$ cat src/design/jst_pkg.sv
// Shared types and constants for the JSON stream tokenizer.
`default_nettype none
package jst_pkg;

  localparam int QUEUE_DEPTH = 4;

  localparam logic [3:0] EV_OBJ_BEGIN = 4'd0;
  localparam logic [3:0] EV_OBJ_END   = 4'd1;
  localparam logic [3:0] EV_ARR_BEGIN = 4'd2;
  localparam logic [3:0] EV_ARR_END   = 4'd3;
  localparam logic [3:0] EV_STR_BYTE  = 4'd4;
  localparam logic [3:0] EV_STR_END   = 4'd5;
  localparam logic [3:0] EV_TRUE      = 4'd6;
  localparam logic [3:0] EV_INTEGER   = 4'd9;
  localparam logic [3:0] EV_DONE      = 4'd10;
  localparam logic [3:0] EV_ERROR     = 4'd11;

  localparam logic [3:0] ERR_TRAILING   = 4'd0;
  localparam logic [3:0] ERR_TOO_DEEP   = 4'd1;
  localparam logic [3:0] ERR_VALUE      = 4'd2;
  localparam logic [3:0] ERR_KEY        = 4'd3;
  localparam logic [3:0] ERR_COLON      = 4'd4;
  localparam logic [3:0] ERR_OBJ_SEP    = 4'd5;
  localparam logic [3:0] ERR_ARR_SEP    = 4'd6;
  localparam logic [3:0] ERR_UNTERM     = 4'd7;
  localparam logic [3:0] ERR_CONTROL    = 4'd8;
  localparam logic [3:0] ERR_U_ESCAPE   = 4'd9;
  localparam logic [3:0] ERR_BAD_ESCAPE = 4'd10;
  localparam logic [3:0] ERR_DIGIT      = 4'd11;
  localparam logic [3:0] ERR_FLOAT      = 4'd12;
  localparam logic [3:0] ERR_RANGE      = 4'd13;

  localparam logic [30:0] POS_MAX = 31'h7FFF_FFFF;

  typedef struct packed {
    logic [3:0]  ev;
    logic [7:0]  ch;
    logic        key;
    logic [63:0] num;
    logic [6:0]  nest;
    logic [3:0]  code;
    logic [30:0] line;
    logic [30:0] col;
  } res_t;

  // The results of one input beat: one or two of them.
  typedef struct packed {
    res_t r0;
    res_t r1;
    logic two;
  } pair_t;

  function automatic res_t mk_res(input logic [3:0] ev, input logic [7:0] ch,
                                  input logic key, input logic [63:0] num,
                                  input logic [6:0] nest, input logic [3:0] code,
                                  input logic [30:0] line, input logic [30:0] col);
    res_t r;
    r.ev = ev; r.ch = ch; r.key = key; r.num = num;
    r.nest = nest; r.code = code; r.line = line; r.col = col;
    return r;
  endfunction

endpackage
`default_nettype wire

$ cat src/design/jst_front.sv
// Front end: grammar state machine, container stack and number/literal decoding.
`default_nettype none
module jst_front #(
  parameter int MAX_NEST = 64
) (
  input  wire logic           clk,
  input  wire logic           rst,
  input  wire logic           take,
  input  wire logic           command,
  input  wire logic [7:0]     byte_in,
  output jst_pkg::pair_t      pair,
  output logic                has_res
);
  import jst_pkg::*;

  localparam int NW = $clog2(MAX_NEST + 2);

  typedef enum logic [12:0] {
    M_VALUE     = 13'b0000000000001,
    M_ARR_FIRST = 13'b0000000000010,
    M_OBJ_FIRST = 13'b0000000000100,
    M_OBJ_KEY   = 13'b0000000001000,
    M_COLON     = 13'b0000000010000,
    M_AFTER     = 13'b0000000100000,
    M_STR       = 13'b0000001000000,
    M_STR_ESC   = 13'b0000010000000,
    M_KEY       = 13'b0000100000000,
    M_KEY_ESC   = 13'b0001000000000,
    M_NUM_SIGN  = 13'b0010000000000,
    M_NUM       = 13'b0100000000000,
    M_LIT       = 13'b1000000000000
  } mode_t;

  mode_t          mode, mode_next;
  logic [MAX_NEST:0] stk, stk_next;
  logic [NW-1:0]  nest, nest_next;
  logic [1:0]     litk, litk_next;
  logic [2:0]     liti, liti_next;
  logic [63:0]    mag, mag_next;
  logic           neg, neg_next;
  logic [30:0]    line, line_next, col, col_next;
  logic [30:0]    lsl, lsl_next, lsc, lsc_next;
  logic           failed, failed_next;

  res_t        res [2];
  logic [1:0]  cnt;

  function automatic logic [7:0] lit_char(input logic [1:0] k, input logic [2:0] i);
    logic [7:0] c;
    c = 8'h00;
    case (k)
      2'd0: case (i) 3'd0: c = "t"; 3'd1: c = "r"; 3'd2: c = "u"; 3'd3: c = "e";
                     default: c = 8'h00; endcase
      2'd1: case (i) 3'd0: c = "f"; 3'd1: c = "a"; 3'd2: c = "l"; 3'd3: c = "s";
                     3'd4: c = "e"; default: c = 8'h00; endcase
      2'd2: case (i) 3'd0: c = "n"; 3'd1: c = "u"; 3'd2: c = "l"; 3'd3: c = "l";
                     default: c = 8'h00; endcase
      default: c = 8'h00;
    endcase
    return c;
  endfunction

  always_comb begin
    logic        ws, dig, do_start, do_after, do_end_after, key, top_obj, fin_ok, hit;
    logic [30:0] pl, pc, ql, qc;
    logic [67:0] prod;
    logic [7:0]  ec;
    logic        ec_ok;
    logic [2:0]  llen;
    mode_next = mode; stk_next = stk; nest_next = nest; litk_next = litk;
    liti_next = liti; mag_next = mag; neg_next = neg; line_next = line;
    col_next = col; lsl_next = lsl; lsc_next = lsc; failed_next = failed;
    res[0] = '0; res[1] = '0; cnt = 2'd0;
    ws = (byte_in == 8'h20) || (byte_in == 8'h09) || (byte_in == 8'h0D) ||
         (byte_in == 8'h0A);
    dig = (byte_in >= "0") && (byte_in <= "9");
    do_start = 1'b0; do_after = 1'b0; do_end_after = 1'b0; key = 1'b0;
    top_obj = 1'b0; fin_ok = 1'b0; hit = 1'b0; prod = '0; ec = 8'h00; ec_ok = 1'b0;
    llen = 3'd4;
    pl = line; pc = col;
    if (byte_in == 8'h0A) begin
      ql = (line < POS_MAX) ? line + 31'd1 : line;
      qc = 31'd1;
    end else begin
      ql = line;
      qc = (col < POS_MAX) ? col + 31'd1 : col;
    end

    if (!failed && !command) begin
      line_next = ql; col_next = qc;
      case (mode)
        M_VALUE: do_start = !ws;
        M_ARR_FIRST: begin
          if (!ws) begin
            if (byte_in == "]") begin
              if (nest_next != '0) begin
                nest_next = nest_next - NW'(1); stk_next = stk_next >> 1;
              end
              res[cnt[0]] = mk_res(EV_ARR_END, 8'h00, 1'b0, '0, 7'(nest_next), 4'd0,
                                   31'd0, 31'd0);
              cnt = cnt + 2'd1;
              mode_next = M_AFTER;
            end else begin
              do_start = 1'b1;
            end
          end
        end
        M_OBJ_FIRST, M_OBJ_KEY: begin
          if (!ws) begin
            if (byte_in == "}" && mode == M_OBJ_FIRST) begin
              if (nest_next != '0) begin
                nest_next = nest_next - NW'(1); stk_next = stk_next >> 1;
              end
              res[cnt[0]] = mk_res(EV_OBJ_END, 8'h00, 1'b0, '0, 7'(nest_next), 4'd0,
                                   31'd0, 31'd0);
              cnt = cnt + 2'd1;
              mode_next = M_AFTER;
            end else if (byte_in == 8'h22) begin
              mode_next = M_KEY;
            end else begin
              failed_next = 1'b1;
              res[cnt[0]] = mk_res(EV_ERROR, 8'h00, 1'b0, '0, 7'(nest_next), ERR_KEY,
                                   pl, pc);
              cnt = cnt + 2'd1;
            end
          end
        end
        M_COLON: begin
          if (!ws) begin
            if (byte_in == ":") begin
              mode_next = M_VALUE;
            end else begin
              failed_next = 1'b1;
              res[cnt[0]] = mk_res(EV_ERROR, 8'h00, 1'b0, '0, 7'(nest_next), ERR_COLON,
                                   ql, qc);
              cnt = cnt + 2'd1;
            end
          end
        end
        M_AFTER: do_after = 1'b1;
        M_STR, M_KEY: begin
          key = (mode == M_KEY);
          if (byte_in == 8'h22) begin
            res[cnt[0]] = mk_res(EV_STR_END, 8'h00, key, '0, 7'(nest_next), 4'd0,
                                 31'd0, 31'd0);
            cnt = cnt + 2'd1;
            mode_next = key ? M_COLON : M_AFTER;
          end else if (byte_in < 8'h20) begin
            failed_next = 1'b1;
            res[cnt[0]] = mk_res(EV_ERROR, 8'h00, 1'b0, '0, 7'(nest_next), ERR_CONTROL,
                                 ql, qc);
            cnt = cnt + 2'd1;
          end else if (byte_in == 8'h5C) begin
            mode_next = key ? M_KEY_ESC : M_STR_ESC;
          end else begin
            res[cnt[0]] = mk_res(EV_STR_BYTE, byte_in, key, '0, 7'(nest_next), 4'd0,
                                 31'd0, 31'd0);
            cnt = cnt + 2'd1;
          end
        end
        M_STR_ESC, M_KEY_ESC: begin
          key = (mode == M_KEY_ESC);
          ec_ok = 1'b1;
          case (byte_in)
            8'h22: ec = 8'h22;
            8'h5C: ec = 8'h5C;
            8'h2F: ec = 8'h2F;
            "b":   ec = 8'h08;
            "f":   ec = 8'h0C;
            "n":   ec = 8'h0A;
            "r":   ec = 8'h0D;
            "t":   ec = 8'h09;
            default: ec_ok = 1'b0;
          endcase
          if (ec_ok) begin
            res[cnt[0]] = mk_res(EV_STR_BYTE, ec, key, '0, 7'(nest_next), 4'd0,
                                 31'd0, 31'd0);
            cnt = cnt + 2'd1;
            mode_next = key ? M_KEY : M_STR;
          end else begin
            failed_next = 1'b1;
            res[cnt[0]] = mk_res(EV_ERROR, 8'h00, 1'b0, '0, 7'(nest_next),
                                 (byte_in == "u") ? ERR_U_ESCAPE : ERR_BAD_ESCAPE,
                                 ql, qc);
            cnt = cnt + 2'd1;
          end
        end
        M_NUM_SIGN: begin
          if (dig) begin
            mag_next = 64'(byte_in - "0");
            mode_next = M_NUM;
          end else begin
            failed_next = 1'b1;
            res[cnt[0]] = mk_res(EV_ERROR, 8'h00, 1'b0, '0, 7'(nest_next), ERR_DIGIT,
                                 pl, pc);
            cnt = cnt + 2'd1;
          end
        end
        M_NUM: begin
          if (dig) begin
            // Ten times the magnitude as two shifted copies, plus the digit.
            prod = ({4'd0, mag} << 3) + ({4'd0, mag} << 1) + 68'(byte_in - "0");
            mag_next = (prod[67:64] != 4'd0) ? {64{1'b1}} : prod[63:0];
          end else if (byte_in == "." || byte_in == "e" || byte_in == "E") begin
            failed_next = 1'b1;
            res[cnt[0]] = mk_res(EV_ERROR, 8'h00, 1'b0, '0, 7'(nest_next), ERR_FLOAT,
                                 pl, pc);
            cnt = cnt + 2'd1;
          end else begin
            fin_ok = neg ? (mag <= 64'h8000_0000_0000_0000) : !mag[63];
            if (fin_ok) begin
              res[cnt[0]] = mk_res(EV_INTEGER, 8'h00, 1'b0, neg ? (64'd0 - mag) : mag,
                                   7'(nest_next), 4'd0, 31'd0, 31'd0);
              cnt = cnt + 2'd1;
              mode_next = M_AFTER;
              do_after = 1'b1;
            end else begin
              failed_next = 1'b1;
              res[cnt[0]] = mk_res(EV_ERROR, 8'h00, 1'b0, '0, 7'(nest_next), ERR_RANGE,
                                   pl, pc);
              cnt = cnt + 2'd1;
            end
          end
        end
        M_LIT: begin
          llen = (litk == 2'd1) ? 3'd5 : 3'd4;
          hit = (litk != 2'd3) && (liti < llen) && (byte_in == lit_char(litk, liti));
          if (hit) begin
            if (liti + 3'd1 == llen) begin
              res[cnt[0]] = mk_res(EV_TRUE + 4'(litk), 8'h00, 1'b0, '0, 7'(nest_next),
                                   4'd0, 31'd0, 31'd0);
              cnt = cnt + 2'd1;
              litk_next = 2'd0; liti_next = 3'd0;
              mode_next = M_AFTER;
            end else begin
              liti_next = liti + 3'd1;
            end
          end else begin
            failed_next = 1'b1;
            res[cnt[0]] = mk_res(EV_ERROR, 8'h00, 1'b0, '0, 7'(nest_next), ERR_VALUE,
                                 lsl, lsc);
            cnt = cnt + 2'd1;
          end
        end
        default: begin
          failed_next = 1'b1;
          res[cnt[0]] = mk_res(EV_ERROR, 8'h00, 1'b0, '0, 7'(nest_next), ERR_VALUE,
                               pl, pc);
          cnt = cnt + 2'd1;
        end
      endcase

      if (do_start) begin
        if (nest_next > NW'(MAX_NEST)) begin
          failed_next = 1'b1;
          res[cnt[0]] = mk_res(EV_ERROR, 8'h00, 1'b0, '0, 7'(nest_next), ERR_TOO_DEEP,
                               pl, pc);
          cnt = cnt + 2'd1;
        end else if (byte_in == "{" || byte_in == "[") begin
          stk_next = {stk_next[MAX_NEST-1:0], (byte_in == "{")};
          nest_next = nest_next + NW'(1);
          res[cnt[0]] = mk_res((byte_in == "{") ? EV_OBJ_BEGIN : EV_ARR_BEGIN, 8'h00,
                               1'b0, '0, 7'(nest_next), 4'd0, 31'd0, 31'd0);
          cnt = cnt + 2'd1;
          mode_next = (byte_in == "{") ? M_OBJ_FIRST : M_ARR_FIRST;
        end else if (byte_in == 8'h22) begin
          mode_next = M_STR;
        end else if (byte_in == "t" || byte_in == "f" || byte_in == "n") begin
          litk_next = (byte_in == "t") ? 2'd0 : (byte_in == "f") ? 2'd1 : 2'd2;
          liti_next = 3'd1;
          lsl_next = pl; lsc_next = pc;
          mode_next = M_LIT;
        end else if (byte_in == "-") begin
          neg_next = 1'b1; mag_next = '0;
          mode_next = M_NUM_SIGN;
        end else if (dig) begin
          neg_next = 1'b0; mag_next = 64'(byte_in - "0");
          mode_next = M_NUM;
        end else begin
          failed_next = 1'b1;
          res[cnt[0]] = mk_res(EV_ERROR, 8'h00, 1'b0, '0, 7'(nest_next), ERR_VALUE,
                               pl, pc);
          cnt = cnt + 2'd1;
        end
      end

      if (do_after && !ws) begin
        top_obj = (nest_next != '0) && stk_next[0];
        if (nest_next == '0) begin
          failed_next = 1'b1;
          res[cnt[0]] = mk_res(EV_ERROR, 8'h00, 1'b0, '0, 7'(nest_next), ERR_TRAILING,
                               pl, pc);
          cnt = cnt + 2'd1;
        end else if ((top_obj && byte_in == "}") || (!top_obj && byte_in == "]")) begin
          nest_next = nest_next - NW'(1); stk_next = stk_next >> 1;
          res[cnt[0]] = mk_res(top_obj ? EV_OBJ_END : EV_ARR_END, 8'h00, 1'b0, '0,
                               7'(nest_next), 4'd0, 31'd0, 31'd0);
          cnt = cnt + 2'd1;
        end else if (byte_in == ",") begin
          mode_next = top_obj ? M_OBJ_KEY : M_VALUE;
        end else begin
          failed_next = 1'b1;
          res[cnt[0]] = mk_res(EV_ERROR, 8'h00, 1'b0, '0, 7'(nest_next),
                               top_obj ? ERR_OBJ_SEP : ERR_ARR_SEP, ql, qc);
          cnt = cnt + 2'd1;
        end
      end
    end else if (!failed && command) begin
      case (mode)
        M_VALUE, M_ARR_FIRST: begin
          res[cnt[0]] = mk_res(EV_ERROR, 8'h00, 1'b0, '0, 7'(nest),
                               (nest > NW'(MAX_NEST)) ? ERR_TOO_DEEP : ERR_VALUE,
                               line, col);
          cnt = cnt + 2'd1;
        end
        M_OBJ_FIRST, M_OBJ_KEY: begin
          res[cnt[0]] = mk_res(EV_ERROR, 8'h00, 1'b0, '0, 7'(nest), ERR_KEY, line, col);
          cnt = cnt + 2'd1;
        end
        M_COLON: begin
          res[cnt[0]] = mk_res(EV_ERROR, 8'h00, 1'b0, '0, 7'(nest), ERR_COLON, line, col);
          cnt = cnt + 2'd1;
        end
        M_AFTER: do_end_after = 1'b1;
        M_STR, M_KEY: begin
          res[cnt[0]] = mk_res(EV_ERROR, 8'h00, 1'b0, '0, 7'(nest), ERR_UNTERM, line, col);
          cnt = cnt + 2'd1;
        end
        M_STR_ESC, M_KEY_ESC: begin
          res[cnt[0]] = mk_res(EV_ERROR, 8'h00, 1'b0, '0, 7'(nest), ERR_BAD_ESCAPE,
                               line, col);
          cnt = cnt + 2'd1;
        end
        M_NUM_SIGN: begin
          res[cnt[0]] = mk_res(EV_ERROR, 8'h00, 1'b0, '0, 7'(nest), ERR_DIGIT, line, col);
          cnt = cnt + 2'd1;
        end
        M_NUM: begin
          fin_ok = neg ? (mag <= 64'h8000_0000_0000_0000) : !mag[63];
          if (fin_ok) begin
            res[cnt[0]] = mk_res(EV_INTEGER, 8'h00, 1'b0, neg ? (64'd0 - mag) : mag,
                                 7'(nest), 4'd0, 31'd0, 31'd0);
            cnt = cnt + 2'd1;
            do_end_after = 1'b1;
          end else begin
            res[cnt[0]] = mk_res(EV_ERROR, 8'h00, 1'b0, '0, 7'(nest), ERR_RANGE,
                                 line, col);
            cnt = cnt + 2'd1;
          end
        end
        M_LIT: begin
          res[cnt[0]] = mk_res(EV_ERROR, 8'h00, 1'b0, '0, 7'(nest), ERR_VALUE, lsl, lsc);
          cnt = cnt + 2'd1;
        end
        default: begin
          res[cnt[0]] = mk_res(EV_ERROR, 8'h00, 1'b0, '0, 7'(nest), ERR_VALUE, line, col);
          cnt = cnt + 2'd1;
        end
      endcase
      if (do_end_after) begin
        if (nest == '0) begin
          res[cnt[0]] = mk_res(EV_DONE, 8'h00, 1'b0, '0, 7'(nest), 4'd0, 31'd0, 31'd0);
        end else begin
          res[cnt[0]] = mk_res(EV_ERROR, 8'h00, 1'b0, '0, 7'(nest),
                               stk[0] ? ERR_OBJ_SEP : ERR_ARR_SEP, line, col);
        end
        cnt = cnt + 2'd1;
      end
    end

    if (command) begin
      mode_next = M_VALUE; nest_next = '0; litk_next = 2'd0; liti_next = 3'd0;
      mag_next = '0; neg_next = 1'b0; line_next = 31'd1; col_next = 31'd1;
      lsl_next = 31'd0; lsc_next = 31'd0; failed_next = 1'b0;
    end
  end

  assign pair.r0  = res[0];
  assign pair.r1  = res[1];
  assign pair.two = cnt[1];
  assign has_res  = (cnt != 2'd0);

  always_ff @(posedge clk) begin
    if (rst) begin
      mode <= M_VALUE; nest <= '0; litk <= 2'd0; liti <= 3'd0; mag <= '0; neg <= 1'b0;
      line <= 31'd1; col <= 31'd1; lsl <= 31'd0; lsc <= 31'd0; failed <= 1'b0;
    end else if (take) begin
      mode <= mode_next; nest <= nest_next; litk <= litk_next; liti <= liti_next;
      mag <= mag_next; neg <= neg_next; line <= line_next; col <= col_next;
      lsl <= lsl_next; lsc <= lsc_next; failed <= failed_next;
    end
  end

  // Container kinds are held as a shift line; the top of stack is always bit 0.
  always_ff @(posedge clk) begin
    if (take) begin
      stk <= stk_next;
    end
  end

endmodule
`default_nettype wire

$ cat src/design/jst_queue.sv
// Short queue of result pairs between the front end and the output stage.
`default_nettype none
module jst_queue (
  input  wire logic           clk,
  input  wire logic           rst,
  input  wire logic           push,
  input  jst_pkg::pair_t      wr_data,
  input  wire logic           pop,
  output jst_pkg::pair_t      rd_data,
  output logic                not_empty,
  output logic                full
);
  import jst_pkg::*;

  localparam int PW = $clog2(QUEUE_DEPTH);

  pair_t        slots [QUEUE_DEPTH];
  logic [PW-1:0] wptr, rptr;
  logic [PW:0]   fill;

  assign rd_data   = slots[rptr];
  assign not_empty = (fill != '0);
  assign full      = (fill == (PW+1)'(QUEUE_DEPTH));

  always_ff @(posedge clk) begin
    if (rst) begin
      wptr <= '0; rptr <= '0; fill <= '0;
    end else begin
      if (push) wptr <= wptr + PW'(1);
      if (pop) rptr <= rptr + PW'(1);
      fill <= fill + (PW+1)'(push) - (PW+1)'(pop);
    end
  end

  always_ff @(posedge clk) begin
    if (push) begin
      slots[wptr] <= wr_data;
    end
  end

endmodule
`default_nettype wire

$ cat src/design/jst_back.sv
// Output stage: unpacks each result pair into one or two output beats.
`default_nettype none
module jst_back (
  input  wire logic           clk,
  input  wire logic           rst,
  input  jst_pkg::pair_t      q_data,
  input  wire logic           q_not_empty,
  output logic                q_pop,
  output logic                out_valid,
  input  wire logic           out_ready,
  output jst_pkg::res_t       cur,
  output logic                cur_last
);
  import jst_pkg::*;

  pair_t hold;
  logic  idx, busy, load;

  assign cur_last  = idx || !hold.two;
  assign cur       = idx ? hold.r1 : hold.r0;
  assign out_valid = busy;
  assign load      = !busy || (out_ready && cur_last);
  assign q_pop     = load && q_not_empty;

  always_ff @(posedge clk) begin
    if (rst) begin
      busy <= 1'b0; idx <= 1'b0;
    end else if (load) begin
      busy <= q_not_empty; idx <= 1'b0;
    end else if (out_ready) begin
      idx <= 1'b1;
    end
  end

  always_ff @(posedge clk) begin
    if (q_pop) begin
      hold <= q_data;
    end
  end

endmodule
`default_nettype wire

$ cat src/design/json_stream_tokenizer.sv
// Top level of the validating JSON stream tokenizer.
`default_nettype none
// The tokenizer takes one beat per clock: either a text byte (command 0) or
// an end-of-text command (command 1). The front end decodes combinationally,
// so a byte can follow in the very next cycle, and it produces zero, one or two
// result beats. Those results travel as one pair through a four-entry queue
// to the output stage, which shows them one per cycle while out_ready is
// high. The sustained rate is therefore one input beat per clock while beats
// give at most one result each; a beat that gives two results (a number
// ended by a closing bracket, or a final integer followed by done) puts out
// two beats, and the queue absorbs short bursts of these. Input ready falls
// only when the queue is full. Nesting is limited to MAX_NEST+1 levels; the
// container stack is a shift line of MAX_NEST+1 bits with its top at a fixed
// place, so no clearing pass is needed after reset. After the first error all
// bytes are dropped until an end-of-text beat, which re-arms the parser.
module json_stream_tokenizer #(
  parameter int MAX_NEST = 64
) (
  input  wire logic        clk,
  input  wire logic        rst,
  input  wire logic        in_valid,
  output logic             in_ready,
  input  wire logic        command,
  input  wire logic [7:0]  byte_in,
  output logic             out_valid,
  input  wire logic        out_ready,
  output logic [3:0]       event_res,
  output logic [7:0]       char_out,
  output logic             is_key,
  output logic signed [63:0] number,
  output logic [6:0]       nest_level,
  output logic [3:0]       error_code,
  output logic [30:0]      err_line,
  output logic [30:0]      err_column,
  output logic             last
);
  import jst_pkg::*;

  pair_t f_pair, q_pair;
  res_t  cur;
  logic  f_has, take, q_full, q_ne, q_pop;

  assign in_ready = !q_full;
  assign take     = in_valid && in_ready;

  jst_front #(.MAX_NEST(MAX_NEST)) u_front (
    .clk(clk), .rst(rst), .take(take), .command(command), .byte_in(byte_in),
    .pair(f_pair), .has_res(f_has)
  );

  jst_queue u_queue (
    .clk(clk), .rst(rst), .push(take && f_has), .wr_data(f_pair), .pop(q_pop),
    .rd_data(q_pair), .not_empty(q_ne), .full(q_full)
  );

  jst_back u_back (
    .clk(clk), .rst(rst), .q_data(q_pair), .q_not_empty(q_ne), .q_pop(q_pop),
    .out_valid(out_valid), .out_ready(out_ready), .cur(cur), .cur_last(last)
  );

  assign event_res  = cur.ev;
  assign char_out   = cur.ch;
  assign is_key     = cur.key;
  assign number     = cur.num;
  assign nest_level = cur.nest;
  assign error_code = cur.code;
  assign err_line   = cur.line;
  assign err_column = cur.col;

endmodule
`default_nettype wire

$ cat config.mk
export PLATFORM = sky130hd
export DESIGN_NAME = json_stream_tokenizer
export DESIGN_NICKNAME = d
export VERILOG_FILES = /design/src/design/jst_pkg.sv /design/src/design/jst_front.sv /design/src/design/jst_queue.sv /design/src/design/jst_back.sv /design/src/design/json_stream_tokenizer.sv
export SDC_FILE = /design/constraint.sdc
export NUM_CORES = 2
export LEC_CHECK = 0
export BUFFER_PORTS_ARGS = -buffer_cell sky130_fd_sc_hd__buf_2
export CAP_MARGIN = 20
export CORE_AREA = 2 2 332 366
export DETAILED_ROUTE_END_ITERATION = 16
export DIE_AREA = 0 0 334 368
export HOLD_SLACK_MARGIN = 0.05
export PLACE_DENSITY = 0.74
export SYNTH_ARGS = -nofsm -noshare
export SYNTH_HDL_FRONTEND = slang
export SYNTH_SLANG_ARGS = --single-unit
$ cat constraint.sdc
create_clock -name clk -period 28.3 [get_ports clk]
set_input_delay 2.83 -clock clk [delete_from_list [all_inputs] [get_ports clk]]
set_output_delay 2.83 -clock clk [all_outputs]
set_load 0.02 [all_outputs]
Word level (Yosys, flattened, before mapping). Memory sizes are Yosys's and may differ from the RTL's. A register that Yosys moved wholly into a read port is not among the register bits. Index checks and enable logic that the tools add are counted. W data, S select, Z words.

Register bits: 289. Latch bits: 0. Memory bits (writable): 1204. Memory bits (read-only): 0. Input bits: 13. Output and inout bits: 153. Logic and storage cells: 445. Memories kept: 1.

Memories: u_queue.slots (depth 4, width 301, read ports 1, clocked after memory_dff 1, write ports 1, line jst_queue.sv:17) `pair_t slots [QUEUE_DEPTH];`.

Add/subtract/negate cells: 19. Multiply operators: 0. Divide/modulo/power cells: 0. $lt $le $gt $ge: 15. Equal/unequal tests: 50. Shift-type cells: 0. Muxes and demuxes: 277. Bitwise logic cells: 3. Reduce and logical (&&, ||, !) cells: 63.

Operator list (number): $mux W300 (16); $mux W150 (21); $pmux W150 S9 (2); $bwmux W300 (8); $mux W64 (13); $mux W65 (12); $mux W31 (22); $demux W150 S1 (3); $mux W13 (30); $mux W148 (2); $mux W149 (1); $pmux W65 S2 (1); $pmux W64 S2 (1); $mux W7 (15); $eq A8 B7 Y1 const B (13); $pmux W13 S8 (1); $mux W2 (42); $add A67 B65 Y68 (1); $add A68 B68 Y68 (1); $le A64 B64 Y1 const B (1); $sub A1 B64 Y64 const A (1); $add A31 B1 Y31 const B (2); $lt A31 B31 Y1 const B (2); $mux W1 (59); 70 further kinds (157).

Depth between registers and ports, before layout.
Depth in word-level cells: 31. Gate-level depth with buffers: 30. Mapped depth without buffers: 29.

By module. A second synthesis with hierarchy kept.

Cells, all modules: 6187. Area, all modules: 85000.3 µm².

Modules (own cells, without submodules): jst_queue (times used 1, cells an instance 1614, area each 44191.1 µm², seq. area each 36334.8 µm²); jst_front (times used 1, cells an instance 4091, area each 29477.0 µm², seq. area each 6256.0 µm²); jst_back (times used 1, cells an instance 479, area each 11313.4 µm², seq. area each 9078.7 µm²); json_stream_tokenizer (times used 1, cells an instance 3, area each 18.8 µm², seq. area each 0.0 µm²).

Worst setup path before layout. Ideal clock, no wire load.

Kind: in2reg. From: in out_ready. To: reg u_queue.fill[1]. Arrival time: 16157 ps. Data required time: 28173 ps. Path slack: 12016 ps. Cell stages on the path: 7. Path buffers: 0. Cells stage by stage: nand2_1 a21oi_1 ha_1 inv_1 ha_1 fa_1 nor2b_1.

Cells in the longest elaborated chain, start to end: 4.

Ends and longest elaborated chain: from (decl) (line json_stream_tokenizer.sv:26) `input wire logic out_ready,`; $logic_and A1 B1 Y1 (line jst_back.sv:22) `assign load = !busy || (out_ready && cur_last);`; $logic_or A1 B1 Y1 (line jst_back.sv:22); $logic_and A1 B1 Y1 (line jst_back.sv:23) `assign q_pop = load && q_not_empty;`; named net q_pop (line json_stream_tokenizer.sv:41) `logic f_has, take, q_full, q_ne, q_pop;`; $sub A3 B1 Y3 (line jst_queue.sv:31) `fill <= fill + (PW+1)'(push) - (PW+1)'(pop);`; to (signal assigned) (line jst_queue.sv:31); to (decl) (line jst_queue.sv:19) `logic [PW:0] fill;`.

The timed path passes the listed nets, and every way through them passes these cells. A chain may end at the register's enable or synchronous reset.

Worst setup path after layout.
From: in byte_in[4]. To: mem u_queue.slots[3][247] (netlist name) (enable).

Cells in the longest elaborated chain, start to end: 26. Elaborated cells between the ends (all ways): 105. Those cells by class: add/sub: 3; order compare: 4; eq/ne: 20; mux: 56; reduce/logical: 22.

Ends and longest elaborated chain: from (decl) (line json_stream_tokenizer.sv:24) `input wire logic [7:0] byte_in,`; parallel branches: the longest is 20 deep, another holds $lt A8 B6 Y1; $mux W2 (*) (line jst_front.sv:287) `if (do_after && !ws) begin`; $mux W2 (*) (line jst_front.sv:89) `if (!failed && !command) begin`; $reduce_bool A2 Y1 (*) (line jst_front.sv:381) `assign has_res = (cnt != 2'd0);`; $logic_and A1 B1 Y1 (*) (line json_stream_tokenizer.sv:52) `.clk(clk), .rst(rst), .push(take && f_has), .wr_data(f_pair), .pop(q_pop),`; $mux W1 (*) (line jst_queue.sv:36) `if (push) begin`; $mux W1 (not written as such) (*) (line jst_queue.sv:37) `slots[wptr] <= wr_data;`; to (decl) (line jst_queue.sv:17).

Every way passes the cells marked *. The select of a mux whose other input is x is not followed.

==> flow_summary.yaml <==
status:
  status: "completed"
critical_path:
  cp-start-kind: "primary input"
  reg2reg_slack_ns: 19.33
  path_max_fanout: 69
  worst_setup_path_end_kind: "flip-flop"
  critPathKind: "primary input to flip-flop"
  critPathArrivalTime_ns: 11.19
  timing.rr.end: "u_queue.slots[3][247]"
  reg2reg_depth: 23
  worstPathRequired_ns: 28.72
  r2r-start: "u_front.mode[6]"
floorplanning:
  core-area_sq_um: 119000
  fp.dieArea_sq_um: 123000
  num_io_pins: 166
  die_y_um: 368
  die_w_um: 334
  rows: 133
  start_util: 0.586
final_layout:
  stdcell_count: 7353
  fin_util: 0.646
  drive_gt1_frac: 0.155
  final_nets: 5851
  fillCellCount: 8738
  syn_to_final_growth_pct: 10.2
  design_area_sq_um: 77000
pwr:
  ir_drop_mv: 0.0624
  power_mw: 6.12
  power.density_nw_per_um2: 79.4
  power.leakage_nw: 26.3
placed_design:
  place_inst: 7083
  dp_hpwl_um: 136000
  placed_area_sq_um: 72100
  io_buffers: 165
  finalWeightedCongestion: 1.01
  pre_cts_slack_ns: 16.84
detailed_routing:
  drc: 0
  routed_via_density: 6.83
  vias: 50200
  wl_um: 210000
  drt_iter0_drc: 5764
  ant_nets: 0
  wire_per_inst_um: 28.5
  dr.pass1.iters: 8
global_routing:
  antenna_found_initial: 10
  grt_max_degree: 90
  grt_pass1_vias: 49000
  grt_pass1_wl_um: 312000
  grt_overflow: 0
  grt.total_usage: 0.339
sta:
  rsz0062_at_grt: "false"
  worst_slack_ns: 17.53
  max-slew-margin-rel: 0.198
  fin_skew_ns: 0.0398
  min_period_ns: 10.77
  fin_crit_sh: 0.381
  setup_viol: 0
  max_freq_mhz: 92.8
  setup_tns_ns: 0
  worst_slew_pin_slew_ns: 1.20
  hold_viol_final: 0
  hold_ws_ns: 0.458
  maxSlewViolCount: 0
clock_tree:
  cts_max_level: 4
  tritoncts: "yes"
  cts-root-buf: "clkbuf_16"
  clock_sinks: 1419
  clk_pin_slew_ns: 0.06
  cts_hold_buf: 0
  cts_max_path_buffers: 3
  cts_buffers: 142
  cts-resized-gates: 0
  clock_latency_ns: 0.82
  postCtsSetupBuffers: 0
synth:
  netlist_instances: 5651
  synth_cell_types: 102
  async_flop_share: 0
  synth_edf_count: 1195
  synth_seq_cells: 1419
  yosys_warnings: 0
  ys.flop_type: "edfxtp_1"
  synth_area_per_cell_sq_um: 12.4
  syn_area_sq_um: 69900
  synth_nets: 5825
  synth.yosys.seq_area_share: 0.578
worst_hold_path:
  min_path_type: "flip-flop to flip-flop"
  hp-start: "u_front.lsl[9]"
  whs_endpoint: "u_front.lsl[9]"
  hold_depth: 2
job:
  cap_violations: 0
==> per-layer routing <==
metal  GRT usage  part of all wire  up-vias
met5           0           0.00029        -
met4       0.185             0.062        8
met3      0.0651             0.089      676
met2       0.544              0.47     2867
met1       0.439              0.38    24800
li1            -                 -    21900
==> placed cells by master (no fill, tap or decap), drive strengths merged, types with 114 or more instances in the layout <==
| cell | count |
|---|---|
| nor3 | 114 |
| a21oi | 356 |
| nand2 | 449 |
| dfxtp | 224 |
| nor2 | 565 |
| a22oi | 123 |
| o21ai | 277 |
| mux4 | 226 |
| buf | 287 |
| nand3 | 151 |
| edfxtp | 1195 |
| clkbuf | 181 |
==> power breakdown <==
group	internal, mW	total, mW	switching, mW
clock	1.12	1.94	0.820
combinational	0.488	1.34	0.855
sequential	2.72	2.84	0.120
==> worst max path at each step <==
stage	from	to	slack, ns	cells past startpoint
after detailed placement	byte_in[4]	u_queue.slots[3][266]	16.84	25
after floorplan	out_ready	u_queue.fill[1]	12.02	7
after global routing	byte_in[4]	u_queue.slots[3][257]	17.04	25
after global placement	byte_in[2]	u_queue.slots[3][266]	16.88	24
final	byte_in[4]	u_queue.slots[3][247]	17.53	25
after CTS	byte_in[4]	u_queue.slots[3][272]	17.64	25
==> cells by family (layout without fill, tap and decap cells) <==
family / count (synthesis) / in the layout / synth area share
other: 0 / 6 / 0
muxes: 318 / 318 / 0.0878
DFF: 1419 / 1419 / 0.578
xor gates and xnor gates: 187 / 187 / 0.0234
adders and majority gates: 161 / 161 / 0.0357
buffers and inverters: 479 / 623 / 0.0275
AOI/OAI and AO/OA: 1356 / 1356 / 0.130
and+or+nand+nor: 1731 / 1731 / 0.118
==> layout make-up <==
class	count	area, sq um	area share
Tap cell	1552	1940	0.0252
Sequential cell	1419	40400	0.524
Clock inverter	81	1010	0.0131
Timing Repair Buffer	287	1790	0.0233
Clock buffer	181	3820	0.0496
Antenna cell	6	15.0	0.000195
Inverter	74	283	0.00367
Multi-Input combinational cell	3753	27800	0.360
==> worst max-delay path, stage by stage <==
cell and delay, ns:
buf_2 0.25, ha_1 0.54, and3b_1 0.29, and3_1 0.22, o2111a_1 0.55, nand2_2 0.08
buf_4 0.34, nor2_1 0.22, a21o_1 0.15, inv_1 0.08, ha_1 0.22, nand3_1 0.16
o31ai_2 0.10, nand2_1 0.29, nor2_1 0.35, a21oi_1 0.48, ha_1 0.23, a21boi_0 0.19
o211a_1 0.34, a31o_2 0.30, a22o_1 0.18, a22o_1 0.33, and2_4 0.68, buf_4 0.88
buf_4 0.74
==> synth_stat cells, types with 78 or more instances <==
master | count | area, sq um
edfxtp_1 | 1195 | 35900
nor2_1 | 561 | 2110
nand2_1 | 448 | 1680
a21oi_1 | 356 | 1780
clkbuf_1 | 314 | 1180
o21ai_0 | 250 | 1250
mux4_2 | 226 | 5090
dfxtp_1 | 224 | 4480
nand3_1 | 150 | 751
a22oi_1 | 123 | 923
nor3_1 | 110 | 551
xor2_1 | 110 | 963
nor2b_1 | 104 | 651
ha_1 | 97 | 1210
mux2_2 | 78 | 878
==> flip-flops by register name (all words and copies together) (netlist names) <==
register and count:
u_front.line 31, u_front.lsl 31, u_back.idx 1, u_front.lsc 31, u_front.col 31, u_front.failed 1, u_queue.rptr 2, u_queue.wptr 2
u_front.stk 65, u_front.neg 1, u_back.hold 226, u_front.nest 7, u_front.mag 64, u_back.out_valid 1, u_queue.slots 904, u_front.litk 2
u_front.mode 13, u_queue.fill 3, u_front.liti 3
No activity file was read; power rests on OpenSTA's default activity.
